### config.mk
export PLATFORM = sky130hd
export DESIGN_NAME = mhs_ctrl
export DESIGN_NICKNAME = d
export VERILOG_FILES = /design/src/rtl/mhs_pkg.sv /design/src/rtl/mhs_ctrl.sv
export SDC_FILE = /design/constraint.sdc
export NUM_CORES = 1
export LEC_CHECK = 0
export BUFFER_PORTS_ARGS = -buffer_cell sky130_fd_sc_hd__buf_2
export CAP_MARGIN = 25
export CORE_MARGIN = 2
export CORE_UTILIZATION = 25
export CTS_CLUSTER_SIZE = 30
export DETAILED_ROUTE_END_ITERATION = 12
export GPL_TIMING_DRIVEN = 0
export PLACE_DENSITY = 0.52
export SLEW_MARGIN = 5
export SYNTH_ARGS = -nofsm -noshare
export SYNTH_HDL_FRONTEND = slang
export SYNTH_SLANG_ARGS = --single-unit
export TNS_END_PERCENT = 5
### constraint.sdc
create_clock -name clk -period 1.3 [get_ports clk]
set_input_delay 0.26 -clock clk [delete_from_list [all_inputs] [get_ports clk]]
set_output_delay 0.26 -clock clk [all_outputs]
set_load 0.005 [all_outputs]
### src/rtl/mhs_pkg.sv
// mhs_pkg: shared constants, types and command structs for the modexp hash block
// used by every module under rtl; has no dependencies of its own
package mhs_pkg;

  // field widths
  localparam int unsigned HOST_W     = 32;
  localparam int unsigned USEC_W     = 20;
  localparam int unsigned RAND_W     = 64;
  localparam int unsigned SEED_W     = 60;
  localparam int unsigned HASH_W     = 31;
  localparam int unsigned PROD_W     = 2 * HASH_W;
  localparam int unsigned CFG_IDX_W  = 2;
  localparam int unsigned CFG_DATA_W = 31;
  localparam int unsigned CNT_W      = 2;

  // barrett reduction widths: quotient estimate, its product, residue before fold
  localparam int unsigned QT_W  = HASH_W + 1;
  localparam int unsigned MQ_W  = 2 * QT_W;
  localparam int unsigned RED_W = HASH_W + 2;

  // seed mixing shifts
  localparam int unsigned HOST_SHIFT = 24;
  localparam int unsigned USEC_SHIFT = 4;

  // modulus and generator
  localparam logic [HASH_W-1:0] PRIME_MOD = 31'd2001001003;
  localparam logic [HASH_W-1:0] GEN_BASE  = 31'd4011;
  localparam logic [HASH_W-1:0] HASH_ONE  = 31'd1;

  // floor(2^62 / modulus) for the quotient estimate
  localparam logic [QT_W-1:0] BARRETT_M =
    QT_W'((MQ_W'(1) << (2 * HASH_W)) / MQ_W'(PRIME_MOD));

  // pipeline stages of the modular multiplier after the operand register
  localparam int unsigned MUL_STAGES = 3;

  // sequencer wait limits
  localparam logic [CNT_W-1:0] RED_LAST = CNT_W'(MUL_STAGES - 1);
  localparam logic [CNT_W-1:0] MM_LAST  = CNT_W'(MUL_STAGES - 1);

  // configuration register indexes
  localparam logic [CFG_IDX_W-1:0] REG_SELECT_ENABLE = 2'd0;
  localparam logic [CFG_IDX_W-1:0] REG_PROB_NUM      = 2'd1;
  localparam logic [CFG_IDX_W-1:0] REG_PROB_DEN      = 2'd2;

  // configuration reset values
  localparam logic [CFG_DATA_W-1:0] PROB_NUM_RESET = 31'd1;
  localparam logic [CFG_DATA_W-1:0] PROB_DEN_RESET = 31'd10;

  typedef enum logic [2:0] {
    ST_IDLE,
    ST_REDUCE,
    ST_EXP_INIT,
    ST_EXP_CHECK,
    ST_MM_RUN,
    ST_EXP_UPD,
    ST_CMP_MUL,
    ST_FINISH
  } state_t;

  typedef struct packed {
    logic load_seed;
    logic exp_init;
    logic mm_start;
    logic exp_update;
    logic cmp_mul;
    logic out_load;
  } cmd_t;

  typedef struct packed {
    logic exp_zero;
  } stat_t;

  typedef struct packed {
    logic                  select_enable;
    logic [CFG_DATA_W-1:0] prob_numerator;
    logic [CFG_DATA_W-1:0] prob_denominator;
  } cfg_t;

endpackage

### src/rtl/mhs_ctrl.sv
// mhs_ctrl: sequencer for the modexp hash block, handshakes and step counts
// depends on mhs_pkg for state and command types
module mhs_ctrl (
  input  logic              clk,
  input  logic              rst,
  input  logic              in_valid,
  output logic              in_ready,
  output logic              out_valid,
  input  logic              out_ready,
  input  mhs_pkg::stat_t    stat,
  output mhs_pkg::cmd_t     cmd,
  output mhs_pkg::state_t   state
);
  import mhs_pkg::*;

  state_t           state_next;
  logic [CNT_W-1:0] cnt;
  logic [CNT_W-1:0] cnt_next;
  logic             out_free;

  assign out_free = !out_valid || out_ready;

  // next state
  always_comb begin
    state_next = state;
    case (state)
      ST_IDLE:      if (in_valid) state_next = ST_REDUCE;
      ST_REDUCE:    if (cnt == RED_LAST) state_next = ST_EXP_INIT;
      ST_EXP_INIT:  state_next = ST_EXP_CHECK;
      ST_EXP_CHECK: state_next = stat.exp_zero ? ST_CMP_MUL : ST_MM_RUN;
      ST_MM_RUN:    if (cnt == MM_LAST) state_next = ST_EXP_UPD;
      ST_EXP_UPD:   state_next = ST_EXP_CHECK;
      ST_CMP_MUL:   state_next = ST_FINISH;
      ST_FINISH:    if (out_free) state_next = ST_IDLE;
      default:      state_next = ST_IDLE;
    endcase
  end

  // commands
  always_comb begin
    cmd      = '0;
    in_ready = 1'b0;
    case (state)
      ST_IDLE: begin
        in_ready      = 1'b1;
        cmd.load_seed = in_valid;
      end
      ST_EXP_INIT:  cmd.exp_init   = 1'b1;
      ST_EXP_CHECK: cmd.mm_start   = !stat.exp_zero;
      ST_EXP_UPD:   cmd.exp_update = 1'b1;
      ST_CMP_MUL:   cmd.cmp_mul    = 1'b1;
      ST_FINISH:    cmd.out_load   = out_free;
      default:      cmd            = '0;
    endcase
  end

  // wait counter runs only while a multiply is in the pipeline
  assign cnt_next = (state == ST_REDUCE || state == ST_MM_RUN) ? cnt + 1'b1 : '0;

  always_ff @(posedge clk) begin
    if (rst) begin
      state     <= ST_IDLE;
      cnt       <= '0;
      out_valid <= 1'b0;
    end else begin
      state <= state_next;
      cnt   <= cnt_next;
      if (cmd.out_load) begin
        out_valid <= 1'b1;
      end else if (out_ready) begin
        out_valid <= 1'b0;
      end
    end
  end

endmodule

==> results of run 1 <==
## worst max-delay path by stage
stage,endpoint
6_report,cmd[5]
5_1_grt,cmd[5]
4_1_cts,cmd[5]
3_5_place_dp,cmd[5]
3_3_place_gp,cmd[5]
2_1_floorplan,cmd[5]
## area by class of cell
type / count / share of cell area, %
Buffer: 2 / 4.337
Clock buffer: 3 / 4.337
Inverter: 2 / 1.446
Multi-Input combinational cell: 32 / 41.69
Sequential cell: 6 / 24.34
Tap cell: 15 / 3.614
Timing Repair Buffer: 19 / 20.24
## power breakdown
group | leakage [nW] | internal [mW] | switching, mW
registers | 0.0504 | 0.189 | 0.00372
clock network | 0.0138 | 0.104 | 0.0629
logic | 0.176 | 0.0370 | 0.0291
total | 0.240 | 0.330 | 0.0957
## layer usage
metal	wire length (um)	GRT usage, %
met5	0	0
met1	360	12.50
met3	58	6.667
met4	0	2.500
met2	346	17.86
## registers in the layout, indices dropped and copies added (netlist names)
register and count:
cnt 2, out_valid 1, state 3
## cell usage in the layout (no fill, tap or decap), drive strengths merged
cell    instances
o21a            2
inv             2
clkbuf          3
ha              1
nor3            3
a221oi          1
and2            1
xnor2           1
nand3           1
mux2i           1
or3             1
dfxtp           6
nor2b           3
nor2            8
nand2           3
or2b            1
a21oi           1
a211oi          1
o21bai          1
buf            21
nor3b           1
o21ai           1
## kinds of logic after synthesis
kind of cell             count (synthesis)  synth area share, %
flip-flops                               6                36.09
multiplexers                             1                3.008
buffers and inverters                    5                7.521
adder cells (fa/ha/maj)                  1                3.759
AO/OA/AOI/OAI                            7                14.66
XOR/XNOR                                 1                2.632
AND/OR/NAND/NOR                         22                32.33
## worst register-to-register path, stage by stage, from the launching register on
cell      delay, ns
dfxtp_1        0.32
inv_1          0.04
ha_1           0.22
o21a_1         0.18
a221oi_1       0.24
## metrics by stage
step | utilization [%] | setup TNS [ns] | instance area [um^2]
3_3_place_gp | 33.63 | 0 | 426.7
2_1_floorplan | - | 0 | 332.8
6_report | 40.93 | -0.05596 | 519.2
5_1_grt | 40.93 | -0.3102 | 519.2
4_1_cts | 39.05 | -0.1097 | 495.5
3_5_place_dp | 33.63 | 0 | 426.7
## repair_timing
item / CTS / global route
gates resized for setup: 10 / 5
pin swaps: 2 / 3
buffers inserted: 3 / 1
setup endpoints to repair: 7 / 6
==> results_dict.tcl, run 1 <==
set metrics [dict create \
    fin_skew_ns 0.0009158 \
    cts-root-buf "clkbuf_4" \
    hold_buffers 0 \
    ys_warn_count 0 \
    cp_max_fo 8 \
    grt_overflow 0 \
    fmax_mhz 742.2 \
    cp_slowest_stage_delay_ns 0.31 \
    crit_cells 4 \
    cp_slowest_cell "dfxtp_2" \
    synth_cell_types 22 \
    area_growth_pct 56.02 \
    dpl.hpwl_um 549.9 \
    drtPass1Iterations 2 \
    cts_made_buffers 3 \
    powerDensity_nw_per_um2 820.8 \
    hold_viol_final 0 \
    r2r_cells 4 \
    nFillCells 157 \
    min_to "state[2]" \
    yosys_register_bits 6 \
    startpoint "state[1]" \
    initial_utilization_pct 26.23 \
    regToRegSetupSlack_ns 0.21 \
    peakVddDrop_v 0.0004977 \
    fp-row-count 13 \
    die_y_um 40.49 \
    regArea_um2 126.4 \
    synth_nets 49 \
    rsz0062_at_grt "true" \
    clkSlewWorstSetupHoldPaths_ns 0.04 \
    critPathTopFamily "flip-flops" \
    synth.avg_cell_area_um2 7.740 \
    final_layout_size_suffix_gt1_share_pct 51.56 \
    fin_ws_ns -0.04730 \
    synth_area_um2 332.8 \
    num_io_pins 16 \
    startpoint_type "register" \
    cp.required_ns 1.04 \
    synth_cells 43 \
    post-route-period-util_pct 103.6 \
    status "finished, violations left" \
    gp_congestion 0.7634 \
    clk_path_buf_depth 2 \
    crit_type "reg2out" \
    rr_endpoint "state[0]" \
    hold_class "in2reg" \
    grt_max_degree 16 \
    power_mw 0.4262 \
    h-tree-depth 1 \
    slew-limit-headroom_pct 86.18 \
    synth.largest_area_cell "dfxtp_1" \
    fin_nets 72 \
    cts_tree "yes" \
    yosysSeqAreaShare_pct 36.09 \
    reg2reg_from "cnt[0]" \
    min_period_ns 1.347 \
    violations "negative setup slack" \
    port_buffers 15 \
    clk_latency_ns 0.24 \
    antenna_found_initial 0 \
    yosys-top-cells-area "dfxtp_1 36%, nor2_1 9.0%, nor2b_1 5.6%" \
    max_cap_violations 0 \
    drc 0 \
    synth-edff-count 0 \
    critPathArrivalTime_ns 1.09 \
    totalWireLength_um 764 \
    synth_top_area_share_pct 36.09 \
    coreArea_um2 1269 \
    path_cells "buf_6 > nor3_4 > and2_1 > buf_2" \
    hold_path_depth 2 \
    path_buf_inv 2 \
    drt_iter0_markers 2 \
    yosys.cell_count.top_type "nor2_1" \
    ys_async_sr_fraction_pct 0 \
    instances_no_fill 79 \
    ant_nets 0 \
    viasPerCell 4.557 \
    synth_commonest_cells "8 x nor2_1, 6 x dfxtp_1, 3 x nand2_1, 3 x nor2b_1, 3 x nor3_1" \
    clock_sinks 6 \
    vias 360 \
    synth_ff_type "dfxtp_1" \
    place_inst 73 \
    wl_per_cell_um 9.671 \
    maxSlewViolCount 0 \
    grt_pass1_wl_mm 1.173 \
    finalHoldWorstSlack_ns 0.2363 \
    worst_pin_slew_ns 0.2073 \
    n_antenna_cell 0 \
    grt_pass1_vias 294 \
    worst_setup_path_end_kind "primary output" \
    dieArea_um2 1639 \
    multi_input_area_um2 216.5 \
    grt_use_total_pct 11.14 \
    hp-start "rst" \
    dpl_worst_slack_ns 0.02665 \
    leakagePower_nw 0.2398 \
    setup_viol_count_final 2 \
    die_x_um 40.49 \
]
(Power assumes the default switching activity.)
==> run 2: changes to the inputs <==
- CORE_AREA: unset -> 2 2 39 41
- CORE_MARGIN: 2 -> unset
- CORE_UTILIZATION: 25 -> unset
- DIE_AREA: unset -> 0 0 41 43
==> run 2 against run 1 <==
  * The run still ends with negative setup slack left
  * Combinational power rose by 5.1%
  * Utilization fell by 2.9 points
  * Non-clock buffer count rose by 1
  * First-iteration DRC count did not move
  * Maximum frequency barely moved
  * Sequential share of layout area fell by 0.35 points
  * Setup slack got worse by 0.0013 ns
  * Cell area rose by 1.4%
  * Final cell count rose by 2.5%
  * Sequential power barely moved
  * Register-to-register slack got worse by 0.03 ns
  * Largest cell class unchanged
==> results_dict.tcl, run 2 (synthesis results as in run 1) <==
set metrics [dict create \
    status "finished, violations left" \
    violations "negative setup slack" \
    crit_cells 4 \
    grt_pass1_wl_mm 1.304 \
    vias 368 \
    initial_utilization_pct 24.05 \
    regToRegSetupSlack_ns 0.18 \
    seqPwrFrac_pct 44.0 \
    worst_setup_path_end_kind "primary output" \
    top_register "state" \
    fin_nets 73 \
    rr_endpoint "state[0]" \
    drtPass1Iterations 2 \
    final_common_cell "buf_2" \
    clkSlewWorstSetupHoldPaths_ns 0.05 \
    setup_viol_count_final 1 \
    grt_overflow 0 \
    hold_buffers 0 \
    path_buf_inv 2 \
    area_growth_pct 58.27 \
    critPathArrivalTime_ns 1.09 \
    viasPerCell 4.543 \
    reg2reg_from "cnt[0]" \
    final_layout_size_suffix_gt1_share_pct 50.77 \
    cp_slowest_cell "dfxtp_2" \
    r2r_cells 4 \
    h-tree-depth 1 \
    instances_no_fill 81 \
    critPathTopFamily "flip-flops" \
    most-common-layout-cells "15 x buf_2, 7 x nor2_1, 4 x buf_4" \
    slew-limit-headroom_pct 83.73 \
    fin_ws_ns -0.04858 \
    totalWireLength_um 823 \
    reg_top3 "state: 3 flops, cnt: 2 flops, out_valid: 1 flops" \
    max_cap_violations 0 \
    coreArea_um2 1384 \
    n_antenna_cell 0 \
    nFillCells 149 \
    p_clk_share_pct 40.1 \
    clock_sinks 6 \
    dpl.hpwl_um 561.8 \
    comb_power_share_pct 15.9 \
    largest_reg_flops 3 \
    startpoint "state[1]" \
    dieArea_um2 1763 \
    cts-root-buf "clkbuf_4" \
    maxSlewViolCount 0 \
    cts_made_buffers 3 \
    peakVddDrop_v 0.0002601 \
    die_y_um 43 \
    hp-start "rst" \
    clk_latency_ns 0.24 \
    antenna_found_initial 0 \
    cp_slowest_stage_delay_ns 0.31 \
    fin_skew_ns 0.003313 \
    drt_iter0_markers 2 \
    grt_max_degree 16 \
    cp.required_ns 1.04 \
    cts_tree "yes" \
    port_buffers 15 \
    internal_power_mw 0.3326 \
    die_x_um 41 \
    fmax_mhz 741.5 \
    startpoint_type "register" \
    gp_congestion 0.6061 \
    switching_share_pct 23.98 \
    min_period_ns 1.349 \
    wl_per_cell_um 10.16 \
    fp-row-count 14 \
    grt_pass1_vias 339 \
    num_io_pins 16 \
    leakagePower_nw 0.2432 \
    clk_path_buf_depth 2 \
    fin_setup_tns_ns -0.04858 \
    hold_class "in2reg" \
    hold_viol_final 0 \
    crit_end "cmd[5]" \
    path_cells "buf_6 > nor3_4 > and2_1 > buf_2" \
    ant_nets 0 \
    rsz0062_at_grt "true" \
    powerDensity_nw_per_um2 830.6 \
    worst_pin_slew_ns 0.2440 \
    place_inst 74 \
    post-route-period-util_pct 103.7 \
    crit_type "reg2out" \
    cp_max_fo 8 \
    drc 0 \
    grt_use_total_pct 10.73 \
    p_sw_mw 0.1049 \
]
-- run 2: changes by cell type in the layout (fill, tap and decap cells not counted), sizes merged --
| cell | previous run | this run |
|---|---|---|
| buf | 21 | 22 |
-- run 2: stage by stage --
| stage | utilization (%) | instance area, um^2 | hold WS, ns | total power, mW | setup WS, ns |
|---|---|---|---|---|---|
| floorplan | - | 332.8 | 0.3291 | 0.2233 | 0.1063 |
| global placement | 30.92 | 427.9 | 0.4033 | 0.2438 | 0.06407 |
| detailed placement | 30.92 | 427.9 | 0.4080 | 0.2442 | 0.05176 |
| CTS | 35.80 | 495.5 | 0.2263 | 0.4375 | -0.05465 |
| global route | 38.07 | 526.8 | 0.2464 | 0.4678 | -0.1491 |
| finish | 38.07 | 526.8 | 0.2369 | 0.4375 | -0.04858 |
-- run 2: cell type report --
| class | instances | area [um^2] | share of cell area, % |
|---|---|---|---|
| well taps | 16 | 20.02 | 3.800 |
| clock buffers | 3 | 22.52 | 4.276 |
| repair buffers | 20 | 116.4 | 22.09 |
| multi-input cells | 32 | 211.5 | 40.14 |
| flip-flops and latches | 6 | 126.4 | 23.99 |
| plain buffers | 2 | 22.52 | 4.276 |
| inverters | 2 | 7.507 | 1.425 |
-- run 2: worst min-delay path by stage --
| stage | endpoint | cells after the start | slack [ns] |
|---|---|---|---|
| 5_1_grt | state[2] | 2 | 0.25 |
| 3_5_place_dp | cnt[0] | 1 | 0.41 |
| 6_report | state[2] | 2 | 0.24 |
| 3_3_place_gp | cnt[0] | 1 | 0.40 |
| 2_1_floorplan | state[2] | 1 | 0.33 |
| 4_1_cts | state[2] | 2 | 0.23 |
-- run 2: timing repair --
item,4_1_cts,5_1_grt
endpoints found under the setup margin,7,7
gates resized for setup,10,5
gates cloned,0,0
pin swaps,2,3
setup buffers,3,2
-- run 2: routing by layer --
metal	track usage, %	routed length [um]	share of wire, %
met3	1.571	46	5.6
met2	15.63	389	47
met1	13.46	376	46
met5	0	0	0
met4	8.000	11	1.3
-- run 2: power groups by stage --
stage / logic, mW / registers [mW] / clock network, mW
2_1_floorplan: 0.0258 / 0.197 / 0
3_3_place_gp: 0.0465 / 0.197 / 0
3_5_place_dp: 0.0467 / 0.198 / 0
4_1_cts: 0.0641 / 0.192 / 0.181
5_1_grt: 0.0791 / 0.193 / 0.196
6_report: 0.0695 / 0.192 / 0.176
